==> src/hw/rtl/qpdt_pkg.sv <==
`timescale 1ns / 1ps
// -----------------------------------------------------------------------------
// qpdt_pkg
// Shared types and constants for the four-channel prescaled down timer.
// -----------------------------------------------------------------------------
package qpdt_pkg;

	localparam int MAX_CHANNELS = 4;
	localparam int DATA_BITS    = 32;
	localparam int CTRL_BITS    = 20;
	localparam int PRESC_BITS   = 8;
	localparam int NUM_PRESC    = 2;
	localparam int IRQ_PEND_LSB = 5;

	// operation codes
	localparam logic [1:0] OP_READ  = 2'd0;
	localparam logic [1:0] OP_WRITE = 2'd1;
	localparam logic [1:0] OP_TICK  = 2'd2;

	// register map
	localparam logic [3:0] REG_PRESCALE  = 4'd0;
	localparam logic [3:0] REG_MUX       = 4'd1;
	localparam logic [3:0] REG_CONTROL   = 4'd2;
	localparam logic [3:0] REG_IRQ       = 4'd3;
	localparam logic [3:0] REG_RELOAD_LO = 4'd4;
	localparam logic [3:0] REG_RELOAD_HI = 4'd7;
	localparam logic [3:0] REG_COUNT_LO  = 4'd8;
	localparam logic [3:0] REG_COUNT_HI  = 4'd11;

	// control word fields, offsets from each channel's base
	localparam int BIT_START  = 0;
	localparam int BIT_UPDATE = 1;
	localparam int BIT_AUTO   = 3;

	typedef struct packed {
		logic [1:0]  operation;
		logic [3:0]  reg_index;
		logic [31:0] write_data;
	} cmd_item_t;

	typedef struct packed {
		logic [31:0] read_data;
		logic [3:0]  irq_lines;
	} rsp_item_t;

	// per-channel strobes and enables from the register file
	typedef struct packed {
		logic tick;        // prescaled tick reaches this channel
		logic start;
		logic reload_en;
		logic load_reload; // write to the reload buffer
		logic load_count;  // manual update from the reload buffer
	} chan_ctl_t;

	function automatic int ctrl_base(input int ch);
		case (ch)
			0:       return 0;
			1:       return 8;
			2:       return 12;
			default: return 16;
		endcase
	endfunction

endpackage

==> src/hw/rtl/quad_prescaled_down_timer.sv <==
`timescale 1ns / 1ps
// -----------------------------------------------------------------------------
// quad_prescaled_down_timer
// Register file, prescalers and channel array of the four-channel timer.
// -----------------------------------------------------------------------------
// Each command (register read, register write or one input tick) is executed
// in the cycle it transfers and its response is registered, so one command per
// clock is sustained while responses are accepted. A two-entry output buffer
// lets one more command transfer while a response is stalled; cmd_ready drops
// only when both entries are full. Two 8-bit prescalers (channels 0-1 and 2-3)
// divide ticks by value+1; each started channel counts down per prescaled tick,
// flags pending at zero and optionally reloads. irq_lines in every response
// is pending AND enable after that command.
module quad_prescaled_down_timer #(
	parameter int CHANNELS   = 4,
	parameter int COUNT_BITS = 32
) (
	input  logic                clk,
	input  logic                arst_n,
	input  logic                cmd_valid,
	output logic                cmd_ready,
	input  qpdt_pkg::cmd_item_t cmd,
	output logic                rsp_valid,
	input  logic                rsp_ready,
	output qpdt_pkg::rsp_item_t rsp
);
	import qpdt_pkg::*;

	localparam logic [MAX_CHANNELS-1:0] CH_MASK = MAX_CHANNELS'((1 << CHANNELS) - 1);

	logic                              xfer;
	logic                              is_write;
	logic                              is_tick;
	logic [15:0]                       prescale_q;
	logic [15:0]                       mux_q;
	logic [CTRL_BITS-1:0]              ctrl_q;
	logic [MAX_CHANNELS-1:0]           irq_en_q;
	logic [MAX_CHANNELS-1:0]           irq_pend_q;
	logic [MAX_CHANNELS-1:0]           irq_en_d;
	logic [MAX_CHANNELS-1:0]           irq_pend_d;
	logic [PRESC_BITS-1:0]             presc_cnt_q [NUM_PRESC];
	logic [NUM_PRESC-1:0]              fire;
	logic [MAX_CHANNELS-1:0]           expire;
	logic [DATA_BITS-1:0]              reload_rd [MAX_CHANNELS];
	logic [DATA_BITS-1:0]              count_rd  [MAX_CHANNELS];
	logic [DATA_BITS-1:0]              rd_data;
	rsp_item_t                         rsp_d;

	assign xfer     = cmd_valid && cmd_ready;
	assign is_write = xfer && (cmd.operation == OP_WRITE);
	assign is_tick  = xfer && (cmd.operation == OP_TICK);

	// prescalers
	for (genvar p = 0; p < NUM_PRESC; p++) begin : g_presc
		assign fire[p] = presc_cnt_q[p] >= prescale_q[PRESC_BITS*p +: PRESC_BITS];

		always_ff @(posedge clk or negedge arst_n) begin
			if (!arst_n)
				presc_cnt_q[p] <= '0;
			else if (is_tick)
				presc_cnt_q[p] <= fire[p] ? '0 : presc_cnt_q[p] + PRESC_BITS'(1);
		end
	end

	// channels
	for (genvar ch = 0; ch < MAX_CHANNELS; ch++) begin : g_chan
		if (ch < CHANNELS) begin : g_on
			chan_ctl_t             ctl;
			logic [COUNT_BITS-1:0] count;
			logic [COUNT_BITS-1:0] reload;

			assign ctl.tick        = is_tick && fire[ch / 2];
			assign ctl.start       = ctrl_q[ctrl_base(ch) + BIT_START];
			assign ctl.reload_en   = ctrl_q[ctrl_base(ch) + BIT_AUTO];
			assign ctl.load_reload = is_write
				&& (cmd.reg_index == REG_RELOAD_LO + 4'(ch));
			// manual update looks at the newly written control word
			assign ctl.load_count  = is_write && (cmd.reg_index == REG_CONTROL)
				&& cmd.write_data[ctrl_base(ch) + BIT_UPDATE];

			qpdt_chan #(
				.COUNT_BITS(COUNT_BITS)
			) u_chan (
				.clk     (clk),
				.arst_n  (arst_n),
				.ctl     (ctl),
				.wr_data (cmd.write_data[COUNT_BITS-1:0]),
				.count   (count),
				.reload  (reload),
				.expire  (expire[ch])
			);

			assign reload_rd[ch] = DATA_BITS'(reload);
			assign count_rd[ch]  = DATA_BITS'(count);
		end else begin : g_off
			assign expire[ch]    = 1'b0;
			assign reload_rd[ch] = '0;
			assign count_rd[ch]  = '0;
		end
	end

	// interrupt state
	always_comb begin
		irq_en_d   = irq_en_q;
		irq_pend_d = irq_pend_q | (expire & CH_MASK);
		if (is_write && (cmd.reg_index == REG_IRQ)) begin
			irq_en_d   = cmd.write_data[MAX_CHANNELS-1:0] & CH_MASK;
			irq_pend_d = irq_pend_q
				& ~cmd.write_data[IRQ_PEND_LSB +: MAX_CHANNELS] & CH_MASK;
		end
	end

	always_ff @(posedge clk or negedge arst_n) begin
		if (!arst_n) begin
			prescale_q <= '0;
			mux_q      <= '0;
			ctrl_q     <= '0;
			irq_en_q   <= '0;
			irq_pend_q <= '0;
		end else begin
			irq_en_q   <= irq_en_d;
			irq_pend_q <= irq_pend_d;
			if (is_write) begin
				case (cmd.reg_index)
					REG_PRESCALE: prescale_q <= cmd.write_data[15:0];
					REG_MUX:      mux_q      <= cmd.write_data[15:0];
					REG_CONTROL:  ctrl_q     <= cmd.write_data[CTRL_BITS-1:0];
					default:      ;
				endcase
			end
		end
	end

	// read mux
	always_comb begin
		rd_data = '0;
		if (cmd.operation == OP_READ) begin
			case (cmd.reg_index) inside
				REG_PRESCALE:                   rd_data = DATA_BITS'(prescale_q);
				REG_MUX:                        rd_data = DATA_BITS'(mux_q);
				REG_CONTROL:                    rd_data = DATA_BITS'(ctrl_q);
				REG_IRQ:                        rd_data = DATA_BITS'({irq_pend_q, 1'b0, irq_en_q});
				[REG_RELOAD_LO:REG_RELOAD_HI]:  rd_data = reload_rd[cmd.reg_index[1:0]];
				[REG_COUNT_LO:REG_COUNT_HI]:    rd_data = count_rd[cmd.reg_index[1:0]];
				default:                        rd_data = '0;
			endcase
		end
	end

	assign rsp_d.read_data = rd_data;
	assign rsp_d.irq_lines = irq_pend_d & irq_en_d;

	qpdt_outbuf u_outbuf (
		.clk       (clk),
		.arst_n    (arst_n),
		.push      (xfer),
		.push_data (rsp_d),
		.can_push  (cmd_ready),
		.rsp_valid (rsp_valid),
		.rsp_ready (rsp_ready),
		.rsp       (rsp)
	);

endmodule

==> src/hw/rtl/qpdt_chan.sv <==
`timescale 1ns / 1ps
// -----------------------------------------------------------------------------
// qpdt_chan
// One down-counter channel with its reload buffer.
// -----------------------------------------------------------------------------
module qpdt_chan #(
	parameter int COUNT_BITS = 32
) (
	input  logic                    clk,
	input  logic                    arst_n,
	input  qpdt_pkg::chan_ctl_t     ctl,
	input  logic [COUNT_BITS-1:0]   wr_data,
	output logic [COUNT_BITS-1:0]   count,
	output logic [COUNT_BITS-1:0]   reload,
	output logic                    expire
);
	import qpdt_pkg::*;

	logic [COUNT_BITS-1:0] count_q;
	logic [COUNT_BITS-1:0] reload_q;
	logic [COUNT_BITS-1:0] count_d;
	logic [COUNT_BITS-1:0] dec;

	assign dec = count_q - COUNT_BITS'(1);

	always_comb begin
		count_d = count_q;
		expire  = 1'b0;
		if (ctl.load_count) begin
			count_d = reload_q;
		end else if (ctl.tick && ctl.start) begin
			if (count_q != '0) begin
				count_d = dec;
				if (dec == '0) begin
					expire = 1'b1;
					if (ctl.reload_en)
						count_d = reload_q;
				end
			end else if (ctl.reload_en) begin
				// already at zero: reload without flagging
				count_d = reload_q;
			end
		end
	end

	always_ff @(posedge clk or negedge arst_n) begin
		if (!arst_n) begin
			count_q  <= '0;
			reload_q <= '0;
		end else begin
			count_q <= count_d;
			if (ctl.load_reload)
				reload_q <= wr_data;
		end
	end

	assign count  = count_q;
	assign reload = reload_q;

endmodule

==> src/hw/rtl/qpdt_outbuf.sv <==
`timescale 1ns / 1ps
// -----------------------------------------------------------------------------
// qpdt_outbuf
// Two-entry output register with skid slot, decouples response backpressure.
// -----------------------------------------------------------------------------
module qpdt_outbuf (
	input  logic                clk,
	input  logic                arst_n,
	input  logic                push,
	input  qpdt_pkg::rsp_item_t push_data,
	output logic                can_push,
	output logic                rsp_valid,
	input  logic                rsp_ready,
	output qpdt_pkg::rsp_item_t rsp
);
	import qpdt_pkg::*;

	rsp_item_t main_q;
	rsp_item_t skid_q;
	logic      main_vld_q;
	logic      skid_vld_q;
	logic      pop;

	assign pop      = main_vld_q && rsp_ready;
	assign can_push = !skid_vld_q;

	always_ff @(posedge clk or negedge arst_n) begin
		if (!arst_n) begin
			main_vld_q <= 1'b0;
			skid_vld_q <= 1'b0;
		end else if (skid_vld_q) begin
			if (pop)
				skid_vld_q <= 1'b0;
		end else if (push) begin
			if (!main_vld_q || pop)
				main_vld_q <= 1'b1;
			else
				skid_vld_q <= 1'b1;
		end else if (pop) begin
			main_vld_q <= 1'b0;
		end
	end

	always_ff @(posedge clk) begin
		if (skid_vld_q) begin
			if (pop)
				main_q <= skid_q;
		end else if (push) begin
			if (!main_vld_q || pop)
				main_q <= push_data;
			else
				skid_q <= push_data;
		end
	end

	assign rsp_valid = main_vld_q;
	assign rsp       = main_q;

endmodule

==> config.mk <==
export PLATFORM = sky130hd
export DESIGN_NAME = quad_prescaled_down_timer
export DESIGN_NICKNAME = d
export VERILOG_FILES = /design/src/hw/rtl/qpdt_pkg.sv /design/src/hw/rtl/quad_prescaled_down_timer.sv /design/src/hw/rtl/qpdt_chan.sv /design/src/hw/rtl/qpdt_outbuf.sv
export SDC_FILE = /design/constraint.sdc
export NUM_CORES = 1
export LEC_CHECK = 0
export BUFFER_PORTS_ARGS = -buffer_cell sky130_fd_sc_hd__buf_2
export CORE_ASPECT_RATIO = 1.5
export CORE_UTILIZATION = 55
export CTS_CLUSTER_DIAMETER = 80
export DETAILED_ROUTE_END_ITERATION = 7
export PLACE_DENSITY = 0.72
export SETUP_SLACK_MARGIN = 0.3
export SYNTH_ARGS = -nofsm -noshare
export SYNTH_HDL_FRONTEND = slang
export SYNTH_HIERARCHICAL = 1
export SYNTH_SLANG_ARGS = --single-unit
==> constraint.sdc <==
create_clock -name clk -period 4.81 [get_ports clk]
set_clock_uncertainty 0.15 [all_clocks]
set_input_delay 0.481 -clock clk [delete_from_list [all_inputs] [get_ports clk]]
set_output_delay 0.481 -clock clk [all_outputs]
set_load 0.05 [all_outputs]
# Word level (Yosys, flattened, before mapping)

Index checks and enable logic that the tools add are counted.

Input port bits: 42
Output and inout bits: 38
Word-level logic and storage cells: 176
Flip-flop bits (word level): 406

Equality and inequality tests: 11
Bitwise gates (word level): 7
$add $sub $neg: 6
Mux-type cells: 68
Reductions and logical operators: 56
Order comparisons: 7

Operators with widths:

| cell                  | number |
|---|---|
| $mux 32               | 35 |
| $mux 36               | 4 |
| $bmux 32 s2           | 2 |
| $logic_not 32->1      | 4 |
| $reduce_bool 32->1    | 4 |
| $sub 32x1->32 const B | 4 |
| $mux 1                | 23 |
| $logic_and 1x1->1     | 22 |
| $add 8x1->8 const B   | 2 |
| $eq 4x3->1 const B    | 4 |
| $ge 8x8->1            | 2 |
| $mux 8                | 2 |
| $reduce_and 2->1      | 7 |
| $reduce_bool 2->1     | 7 |
| $reduce_bool 3->1     | 4 |
| $reduce_and 3->1      | 3 |
| $and 4x4->4           | 2 |
| $eq 4x2->1 const B    | 2 |
| $mux 4                | 2 |
| $eq 4x1->1 const B    | 1 |
| $ge 4x3->1 const B    | 1 |
| $ge 4x4->1 const B    | 1 |
| $le 4x3->1 const B    | 1 |
| $le 4x4->1 const B    | 1 |
| 13 further kinds      | 15 |

# Logic depth before layout (Yosys ltp)

Gate-level depths: netlist of run 1.

Depth in word-level cells: 14
Gate-level depth with buffers: 16
Depth with buffers taken out: 11

# Hierarchy

Netlist of run 1, hierarchy kept.

By module, submodules not included:

| module                                 | times used | cells each | area each (sq um) | seq. area each (sq um) |
|---|---|---|---|---|
| qpdt_chan at g_chan[2].g_on.u_chan ... | 2          | 436        | 4001.3            | 1601.5 |
| qpdt_chan at g_chan[0].g_on.u_chan ... | 2          | 382        | 3777.4            | 1601.5 |
| quad_prescaled_down_timer              | 1          | 614        | 6473.7            | 1901.8 |
| qpdt_outbuf                            | 1          | 124        | 2894.0            | 2212.1 |

# Least setup slack after synthesis of run 1

No wires, ideal clock.

Path kind: register to register
Start: reg g_chan[0].g_on.u_chan.count_q[0]
End: reg g_chan[0].g_on.u_chan.count_q[12]
Cell stages (with the launch flop): 14
Path buffers: 4
Data arrival time: 3308 ps
Clock period less this slack: 3584 ps
Setup slack: 1226 ps
Required time: 4534 ps
Setup time: 126 ps
Cell sequence: dfrtp_1 inv_1 ha_1 or3b_1 buf_6 nor4_1 nand3_1 xnor2_1 or4_4 o21a_1 buf_6 buf_12 buf_8 a221o_1

Longest elaborated chain between the ends: 6
Elaborated cells on any way between the ends: 10
Classes of those cells: add/sub: 1; mux: 5; reduce/logical: 4

Ends and longest elaborated chain:

| element                                            | line                             | source |
|---|---|---|
| start: declaration                                 | qpdt_chan.sv:19                  | `logic [COUNT_BITS-1:0] count_q;` |
| start signal: assignment                           | qpdt_chan.sv:51                  | `count_q <= count_d;` |
| $sub 32x1->32                                      | qpdt_chan.sv:24                  | `assign dec = count_q - COUNT_BITS'(1);` |
| $logic_not 32->1 / $mux 32 (equally long branches) | qpdt_chan.sv:34, qpdt_chan.sv:36 |  |
| $mux 32                                            | qpdt_chan.sv:34                  | `if (dec == '0) begin` |
| $mux 32                                            | qpdt_chan.sv:32                  | `if (count_q != '0) begin` |
| $mux 32                                            | qpdt_chan.sv:31                  | `end else if (ctl.tick && ctl.start) begin` |
| $mux 32                                            | qpdt_chan.sv:29                  | `if (ctl.load_count) begin` |

Several ways; a longest one is shown, not always the timed one. The select of a mux whose other input is x is not followed.
A chain may end at the register's enable or synchronous reset.

==> reports/metrics.yaml, run 1 <==
timing:
  relSlewSlack_pct: 31.96
  grt_setup_unrepaired: "true"
  finalSetupViolations: 0
  final-hold-violation-count: 0
  fin_crit_ns: 4.260
  fin_setup_tns_ns: 0
  slew_violations: 0
  tightestPinTransition_ns: 1.019
  max_freq_ghz: 0.2347
  fin_crit_sh_pct: 88.56
power:
  ir_drop_uv: 335.4
  p_leak_nw: 10.62
  powerDensity_nw_per_um2: 362.1
global_routing:
  grt_use_total_pct: 37.83
  grt_pass1_vias: 20564
  gr-total-overflow: 0
  grt_max_degree: 144
  grt_antenna_before_repair: 3
  grt_pass1_wl_um: 131200
synthesis:
  synth-seq-cells: 406
  ys_warn_count: 6
  syn_inst: 2374
  synth_cell_types: 98
  synth_area_per_cell_um2: 10.50
  ys_seq_area_share_pct: 42.21
  synth_edf_count: 72
  syn_area_um2: 24930
  synth_flop_cell: "dfrtp_1"
  synthArstFlopShare_pct: 82.27
  syn_nets: 2446
  synth.area.top_cells: "dfrtp_1 34%, edfxtp_1 8.7%, mux2_2 7.6%"
  synth_top_area_share_pct: 33.53
  yosys.area.top_type: "dfrtp_1"
run_status:
  status: "completed"
drt:
  met3_length_um: 5379
  dr.max_layer_used: "met4"
  drt_pass1_iterations: 6
  dr_wl_met2_um: 40780
  wl_per_cell_um: 28.77
  drt_iter0_drc: 2301
  drc: 0
  ant_nets: 0
  num_vias: 20781
  wl_met1_um: 31820
  wl_um: 86480
  avgViaCountPerCell: 6.913
final_layout:
  stdcell_area_um2: 26980
  fillers: 3755
  final_common_cell: "dfrtp_1"
  drive_gt1_share_pct: 23.41
  area_growth_syn_to_layout_pct: 8.252
  mostFrequentLayoutCells: "333 x dfrtp_1, 229 x nand2_1, 168 x mux2_2"
  nNetsFinal: 2463
clock_network:
  insertion_delay_ns: 0.57
  cts_root_buf: "clkbuf_16"
  clk_path_buf_depth: 3
  cts_tree: "built"
  post-cts-setup-buffers: 0
  clock_sinks: 406
  htreeDepth: 2
  cts_made_buffers: 41
  clk_pin_slew_ns: 0.07
worst_hold_path:
  hold_depth: 2
  hp-class: "primary input to flip-flop"
setup_path:
  worst-setup-path-type: "flip-flop to flip-flop"
  cp-start-kind: "flip-flop"
  worstSetupEndpointType: "flip-flop"
  cp.required_ns: 5.09
  rr_worst_depth: 10
  critPathArrivalTime_ns: 4.54
  path_max_fanout: 9
floorplan:
  die_h_um: 262.7
  dieArea_um2: 46190
  die_w_um: 175.8
  start_util_pct: 55.62
  core_area_um2: 44810
  row_count: 95
  ios: 80
placed_design:
  postPlaceCellArea_um2: 25620
  dp_hpwl_um: 63890
  port-buffer-count: 79
  gp_congestion: 1.018
flow_run:
  cap_violations: 0
==> flip-flops by register name, indices dropped and copies added, names as in the netlist <==
register and flops:
irq_pend_q 4, u_outbuf/skid_vld_q 1, mux_q 16, u_outbuf/skid_q 36
irq_en_q 4, u_outbuf/rsp_valid 1, prescale_q 16, g_chan.g_on.u_chan/count 128
g_chan.g_on.u_chan/reload 128, ctrl_q 20, u_outbuf/rsp 36, presc_cnt_q 16
==> repair_timing <==
action	4_1_cts	5_1_grt
hold buffers	1	0
endpoints found under the setup margin	0	7
endpoints found under the hold margin	65	0
resized for setup	0	2
==> critical path, stage by stage, from the launching register on <==
cell and delay [ns]:
dfrtp_1 0.50, inv_1 0.16, ha_1 0.31, or3b_1 0.54, nor4_1 0.51, nand3_1 0.19, xnor2_1 0.16, or4_4 0.52
a2111oi_1 0.63, a32o_1 0.30, mux2_4 0.14
==> area by class of cell <==
| cell class | count | area, um^2 | area share [%] |
|---|---|---|---|
| antenna | 2 | 5.005 | 0.01855 |
| clock buffer | 57 | 1159 | 4.294 |
| clock inverter | 17 | 180.2 | 0.6678 |
| inverter | 83 | 311.5 | 1.155 |
| multi-input combinational | 1709 | 13090 | 48.52 |
| sequential | 406 | 10520 | 38.99 |
| tap | 582 | 728.2 | 2.699 |
| timing repair buffer | 150 | 984.7 | 3.649 |
==> layer usage <==
layer	global-route usage (%)	vias to the layer above
met4	30.69	0
met2	60.88	1011
li1	-	9074
met5	0	-
met3	4.557	314
met1	45.53	10382
==> per-stage QoR <==
step / std cells / setup slack, ns / hold WS (ns) / total power, mW / utilization, %
finish: 3006 / 0.5501 / 0.04324 / 9.769 / 60.21
detailed placement: 2929 / 0.4172 / 0.3310 / 6.531 / 57.17
global route: 3004 / 0.2928 / 0.04216 / 10.09 / 60.20
floorplan: 2374 / 1.226 / 0.03541 / 5.855 / -
global placement: 2929 / 0.5280 / 0.3144 / 6.450 / 57.17
CTS: 3004 / 0.3690 / 0.02818 / 9.795 / 60.18
==> cells by family (layout without fill, tap and decap cells) <==
family	count (synthesis)	count (layout)	share of synthesized area, %
and+or+nand+nor	854	854	18.78
AOI/OAI and AO/OA	477	477	13.83
DFF	406	406	42.21
muxes	324	324	17.22
buffers and inverters	259	307	5.607
adders and majority gates	30	30	1.506
xor gates and xnor gates	24	24	0.8433
other	0	2	0
==> power breakdown <==
group	switching [mW]	total, mW	internal, mW
Combinational	1.28	2.00	0.724
Sequential	0.456	4.49	4.03
Clock	1.42	3.27	1.85
Total	3.16	9.77	6.61
==> final timing paths <==
kind,start,endpoint,slack (ns)
max,g_chan[0].g_on.u_chan/count[1],u_outbuf/rsp[0],0.55
min,cmd[23],g_chan[0].g_on.u_chan/reload[23],0.04
max reg2reg,g_chan[0].g_on.u_chan/count[1],u_outbuf/rsp[0],0.55
min reg2reg,mux_q[9],mux_q[9],0.34
max in group asynchronous,arst_n,g_chan[0].g_on.u_chan/reload[27],2.96
min in group asynchronous,arst_n,g_chan[2].g_on.u_chan/count[16],0.32
==> cell usage after synthesis (11+ instances only) <==
cell type and instances:
and2_1 23, nor4_1 51, buf_6 26, a32oi_1 14, mux2_4 51, buf_2 31
o211ai_1 59, a21oi_1 63, nand3_1 86, a31oi_1 29, or2_2 14, inv_1 80
a221o_1 12, o221ai_1 29, and3_1 22, o22a_1 11, mux4_2 45, nand2_1 229
edfxtp_1 72, mux2_2 168, nor3_1 63, o21ai_0 85, nor2b_1 14, nand4_1 50
or4_1 42, dfrtp_1 334, a221oi_1 18, ha_1 30, buf_4 12, a22oi_1 41
xnor2_1 14, or3_1 39, clkbuf_1 87, nor2_1 124, mux2i_1 56
(Power assumes the default switching activity.)
==> run 2, diff against run 1 <==
--- a/config.mk
+++ b/config.mk
@@ -5,7 +5,7 @@
 export SDC_FILE = /design/constraint.sdc
 export NUM_CORES = 1
 export LEC_CHECK = 0
-export BUFFER_PORTS_ARGS = -buffer_cell sky130_fd_sc_hd__buf_2
+export BUFFER_PORTS_ARGS = -buffer_cell sky130_fd_sc_hd__buf_4
 export CORE_ASPECT_RATIO = 1.5
 export CORE_UTILIZATION = 55
 export CTS_CLUSTER_DIAMETER = 80
==> reports/metrics.yaml, run 2 (synthesized netlist as in run 1, its figures left out) <==
drt:
  ant_nets: 0
  wl_um: 87570
  drc: 0
  drt_iter0_drc: 2277
  num_vias: 21113
  drt_pass1_iterations: 5
  wl_per_cell_um: 29.02
  avgViaCountPerCell: 6.998
worst_hold_path:
  hold_depth: 2
  hp-class: "primary input to flip-flop"
placed_design:
  postPlaceCellArea_um2: 25880
  dp_hpwl_um: 65210
  dp_slack_ns: 0.5609
  gp_congestion: 1.046
  port-buffer-count: 79
power:
  p_seq_share_pct: 45.0
  p_sw_share_pct: 31.78
  p_sw_mw: 3.182
  p_leak_nw: 10.78
  powerDensity_nw_per_um2: 366.6
  p_comb_share_pct: 20.7
  clkPwrFrac_pct: 34.3
  power_report.internal_total_mw: 6.831
  ir_drop_uv: 329.5
clock_network:
  insertion_delay_ns: 0.56
  htreeDepth: 2
  postCtsResizedCells: 0
  clk_path_buf_depth: 3
  cts_tree: "built"
  cts_root_buf: "clkbuf_16"
  cts_made_buffers: 42
  clk_pin_slew_ns: 0.07
  clock_sinks: 406
timing:
  fin_ws_ns: 0.4787
  finalSetupViolations: 0
  fin_crit_ns: 4.331
  max_freq_ghz: 0.2309
  final-hold-violation-count: 0
  grt_setup_unrepaired: "false"
  relSlewSlack_pct: 18.84
  slew_violations: 0
  tightestPinTransition_ns: 1.217
  fin_setup_tns_ns: 0
  fin_crit_sh_pct: 90.05
final_layout:
  nNetsFinal: 2473
  mostFrequentLayoutCells: "333 x dfrtp_1, 229 x nand2_1, 168 x mux2_2"
  fillers: 3659
  stdcell_area_um2: 27320
  area_growth_syn_to_layout_pct: 9.603
  multiInputGateArea_um2: 13080
  drive_gt1_share_pct: 24.00
  final_common_cell: "dfrtp_1"
  regArea_um2: 10520
setup_path:
  cp-start-kind: "flip-flop"
  crit_end: "g_chan[0].g_on.u_chan/count[24]"
  worstSetupEndpointType: "flip-flop"
  rr_worst_depth: 11
  critPathArrivalTime_ns: 4.63
  r2r_start: "g_chan[0].g_on.u_chan/count[0]"
  rr_endpoint: "g_chan[0].g_on.u_chan/count[24]"
  worst-setup-path-type: "flip-flop to flip-flop"
  critical_path.max_stage_delay_ns: 0.54
  cp-startpoint: "g_chan[0].g_on.u_chan/count[0]"
  ff2ff_setup_slack_ns: 0.48
  path_cells: "inv_1 -> ha_1 -> or3b_1 -> nor4_1 -> nand3_1 -> xnor2_1 -> or4_4 -> o21a_1 -> buf_4 -> o311a_1 -> a311o_1"
  timing.critical_path.slowest_stage_cell: "or3b_1"
  cp.required_ns: 5.11
  path_max_fanout: 15
run_status:
  status: "completed"
floorplan:
  core_area_um2: 44810
  ios: 80
  start_util_pct: 55.62
  dieArea_um2: 46190
  die_h_um: 262.7
  row_count: 95
  die_w_um: 175.8
global_routing:
  grt_pass1_wl_um: 131800
  grt_use_total_pct: 38.04
  gr-total-overflow: 0
  grt_antenna_before_repair: 0
  grt_max_degree: 94
  grt_pass1_vias: 20759
flow_run:
  cap_violations: 0
[run 2: changes by cell type in the layout (fill, tap and decap cells not counted), moves of 2 or more]
| cell | before | now |
|---|---|---|
| inv_6 | 1 | 3 |
| clkinvlp_4 | 4 | 2 |
| clkbuf_8 | 3 | 8 |
| clkinv_2 | 6 | 9 |
| buf_2 | 77 | 0 |
| buf_4 | 67 | 153 |
| clkbuf_1 | 11 | 6 |
[run 2: worst min-delay path by stage]
stage                         from                               end  slack [ns]
after floorplan             arst_n                         ctrl_q[0]        0.04
after global placement    mux_q[6]                          mux_q[6]        0.32
after detailed placement  mux_q[6]                          mux_q[6]        0.33
after CTS                  cmd[31]  g_chan[2].g_on.u_chan/reload[31]       0.007
after global routing       cmd[24]  g_chan[1].g_on.u_chan/reload[24]        0.02
final                      cmd[31]  g_chan[2].g_on.u_chan/reload[31]        0.02
[run 2: worst max-delay path, delay by kind of cell, from the launching register on]
family                     cells  cell delay (ns)
AOI/OAI and AO/OA              3             0.90
xor gates and xnor gates       1             0.16
adders and majority gates      1             0.33
buffers and inverters          2             0.45
DFF                            1             0.47
and+or+nand+nor                4             1.76
[run 2: power by group through the flow]
stage / Combinational (mW) / Sequential, mW / Clock, mW
floorplan: 1.07 / 4.78 / 0
global placement: 2.01 / 4.53 / 0
detailed placement: 2.06 / 4.56 / 0
CTS: 2.07 / 4.50 / 3.46
global route: 2.20 / 4.54 / 3.59
finish: 2.07 / 4.51 / 3.43
[run 2: what timing repair did]
item | in CTS | in global routing
hold buffers | 1 | 0
endpoints found under the setup margin | 0 | 0
endpoints found under the hold margin | 75 | 0
setup buffers | 0 | 0
[run 2: final cells by class]
class                      count  area share, %
clock buffer                  57          4.424
multi-input combinational   1709          47.89
tap                          582          2.666
timing repair buffer         159          4.557
inverter                      83          1.140
clock inverter                19         0.7878
antenna                        2        0.01832
sequential                   406          38.51
[run 2: layer usage]
layer	track usage [%]	wire length, um
met5	0	0
met4	29.92	8171
met3	5.266	6357
met2	60.91	41330
met1	45.97	31710
[run 2: per-stage QoR]
stage	std cells	hold WS (ns)	power [mW]	util (%)
6_report	3017	0.02093	10.01	60.96
5_1_grt	3015	0.02299	10.34	60.95
4_1_cts	3015	0.007171	10.03	60.95
3_5_place_dp	2938	0.3308	6.620	57.75
3_3_place_gp	2938	0.3151	6.543	57.75
2_1_floorplan	2374	0.03541	5.855	-
==> run 3, diff against run 2 <==
--- a/config.mk
+++ b/config.mk
@@ -7,10 +7,11 @@
 export LEC_CHECK = 0
 export BUFFER_PORTS_ARGS = -buffer_cell sky130_fd_sc_hd__buf_4
 export CORE_ASPECT_RATIO = 1.5
-export CORE_UTILIZATION = 55
+export CORE_UTILIZATION = 45
 export CTS_CLUSTER_DIAMETER = 80
 export DETAILED_ROUTE_END_ITERATION = 7
-export PLACE_DENSITY = 0.72
+export GPL_TIMING_DRIVEN = 0
+export RECOVER_POWER = 100
 export SETUP_SLACK_MARGIN = 0.3
 export SYNTH_ARGS = -nofsm -noshare
 export SYNTH_HDL_FRONTEND = slang
==> reports/metrics.yaml, run 3 (synthesized netlist as in run 1, its figures left out) <==
clock_network:
  htreeDepth: 2
  post-cts-setup-buffers: 0
  clock_sinks: 406
  cts_root_buf: "clkbuf_16"
  insertion_delay_ns: 0.59
  clk_pin_slew_ns: 0.06
  clk_path_buf_depth: 3
  cts_tree: "built"
  cts_made_buffers: 44
global_routing:
  grt_pass1_vias: 21646
  grt_antenna_before_repair: 4
  grt_pass1_wl_um: 153700
  gr-total-overflow: 0
  grt_max_degree: 109
  grt_use_total_pct: 37.92
setup_path:
  cp-start-kind: "flip-flop"
  worst-setup-path-type: "flip-flop to flip-flop"
  worst-path-buf-inv: 2
  path_cells: "clkbuf_1 -> nor4_1 -> nand4_1 -> nor4_1 -> nor4_4 -> and4b_1 -> nor2_2 -> clkbuf_1 -> o221ai_1"
  critPathArrivalTime_ns: 4.84
  path_max_fanout: 10
  worstSetupEndpointType: "flip-flop"
  cp_top_family: "simple AND/OR/NAND/NOR gates"
  cp.required_ns: 5.08
  cp-startpoint: "g_chan[3].g_on.u_chan/count[12]"
  critical_path.max_stage_delay_ns: 0.79
  timing.critical_path.slowest_stage_cell: "nor4_1"
  r2r_start: "g_chan[3].g_on.u_chan/count[12]"
timing:
  holdWs_ns: 0.01932
  fin_crit_sh_pct: 95.01
  fin_crit_ns: 4.570
  max_freq_ghz: 0.2188
  slew_violations: 84
  grt_setup_unrepaired: "false"
  fin_ws_ns: 0.2399
  tightestPinTransition_ns: 3.260
  final-hold-violation-count: 0
  finalSetupViolations: 0
  relSlewSlack_pct: -117.3
  fin_setup_tns_ns: 0
floorplan:
  dieArea_um2: 56350
  die_w_um: 194.2
  row_count: 105
  start_util_pct: 45.61
  die_h_um: 290.2
  ios: 80
  core_area_um2: 54650
placed_design:
  port-buffer-count: 76
  gp_congestion: 1.024
  dp_hpwl_um: 84150
  dp_slack_ns: 0.1897
run_status:
  status: "finished with violations"
  violations: "design-rule violations, max-capacitance violations, max-slew violations"
flow_run:
  cap_violations: 2
drt:
  drt_pass1_iterations: 8
  num_vias: 21701
  drc: 6
  wl_per_cell_um: 33.18
  ant_nets: 0
  drt_iter0_drc: 2099
  avgViaCountPerCell: 6.702
  wl_um: 107400
final_layout:
  nNetsFinal: 2578
  drive_gt1_share_pct: 18.93
  mostFrequentLayoutCells: "334 x dfrtp_1, 229 x nand2_1, 169 x mux2_2"
  area_growth_syn_to_layout_pct: 10.86
  final_common_cell: "dfrtp_1"
worst_hold_path:
  worstHoldStart: "cmd[30]"
  hp-class: "primary input to flip-flop"
power:
  finalPower_mw: 10.02
  p_leak_nw: 10.69
  powerDensity_nw_per_um2: 362.5
  ir_drop_uv: 325.6
==> run 3: cell types whose count changed in the layout (fill, tap and decap cells not counted), sizes merged <==
cell	previous run	this run
clkbuf	57	217
clkinvlp	2	3
dlygate4sd3	1	4
clkdlybuf4s25	0	1
buf	158	100
clkinv	10	11
==> run 3: routing by layer <==
layer  vias up  routed length (um)  track usage [%]  part of all wire [%]
li1       9345                   -                -                     -
met1     10861               37950            42.57                    35
met2      1132               52200            64.94                    49
met3       361                7181            5.489                   6.7
met4         2               10080            29.07                   9.4
met5         -                  16                0                 0.015
==> run 3: path summary, 6_finish.rpt <==
path	end	slack, ns	cells past startpoint
setup / recovery	g_chan[3].g_on.u_chan/count[5]	0.24	9
hold / removal	g_chan[2].g_on.u_chan/reload[30]	0.02	2
setup reg to reg	g_chan[3].g_on.u_chan/count[5]	0.24	9
hold reg to reg	ctrl_q[18]	0.35	1
max in group asynchronous	g_chan[1].g_on.u_chan/count[6]	1.03	4
min in group asynchronous	g_chan[3].g_on.u_chan/count[2]	1.37	2
==> run 3: worst register-to-register path, stage by stage, from the launching register on <==
cell and delay, ns:
dfrtp_1 0.42, clkbuf_1 0.21, nor4_1 0.76, nand4_1 0.42, nor4_1 0.79, nor4_4 0.09, and4b_1 0.37, nor2_2 0.30
clkbuf_1 0.67, o221ai_1 0.22
==> run 3: metrics by stage <==
stage | utilization (%) | cell area, um^2 | std cells
floorplan | - | 24930 | 2374
global placement | 48.24 | 26370 | 3145
detailed placement | 48.46 | 26490 | 3151
CTS | 51.24 | 28000 | 3236
global route | 50.56 | 27630 | 3237
finish | 50.56 | 27630 | 3238
==> run 3: what timing repair did <==
action	4_1_cts	5_1_grt
hold endpoints to repair	55	0
gates resized for setup	4	22
endpoints found under the setup margin	17	109
pin swaps	0	0
hold buffers	4	0
==> run 3: layout make-up <==
type / count / area, um^2
Antenna cell: 2 / 5.005
Buffer: 176 / 1028
Clock buffer: 60 / 1215
Clock inverter: 21 / 241.5
Fill cell: 5114 / 27020
Inverter: 83 / 311.5
Multi-Input combinational cell: 1709 / 12880
Sequential cell: 406 / 10520
Tap cell: 695 / 869.6
Timing Repair Buffer: 86 / 565.5
==> run 3: power breakdown <==
part | leakage, nW | total [mW] | switching, mW | internal [mW]
logic | 5.27 | 1.95 | 1.29 | 0.666
registers | 4.70 | 4.53 | 0.490 | 4.04
clock network | 0.709 | 3.53 | 1.53 | 2.00
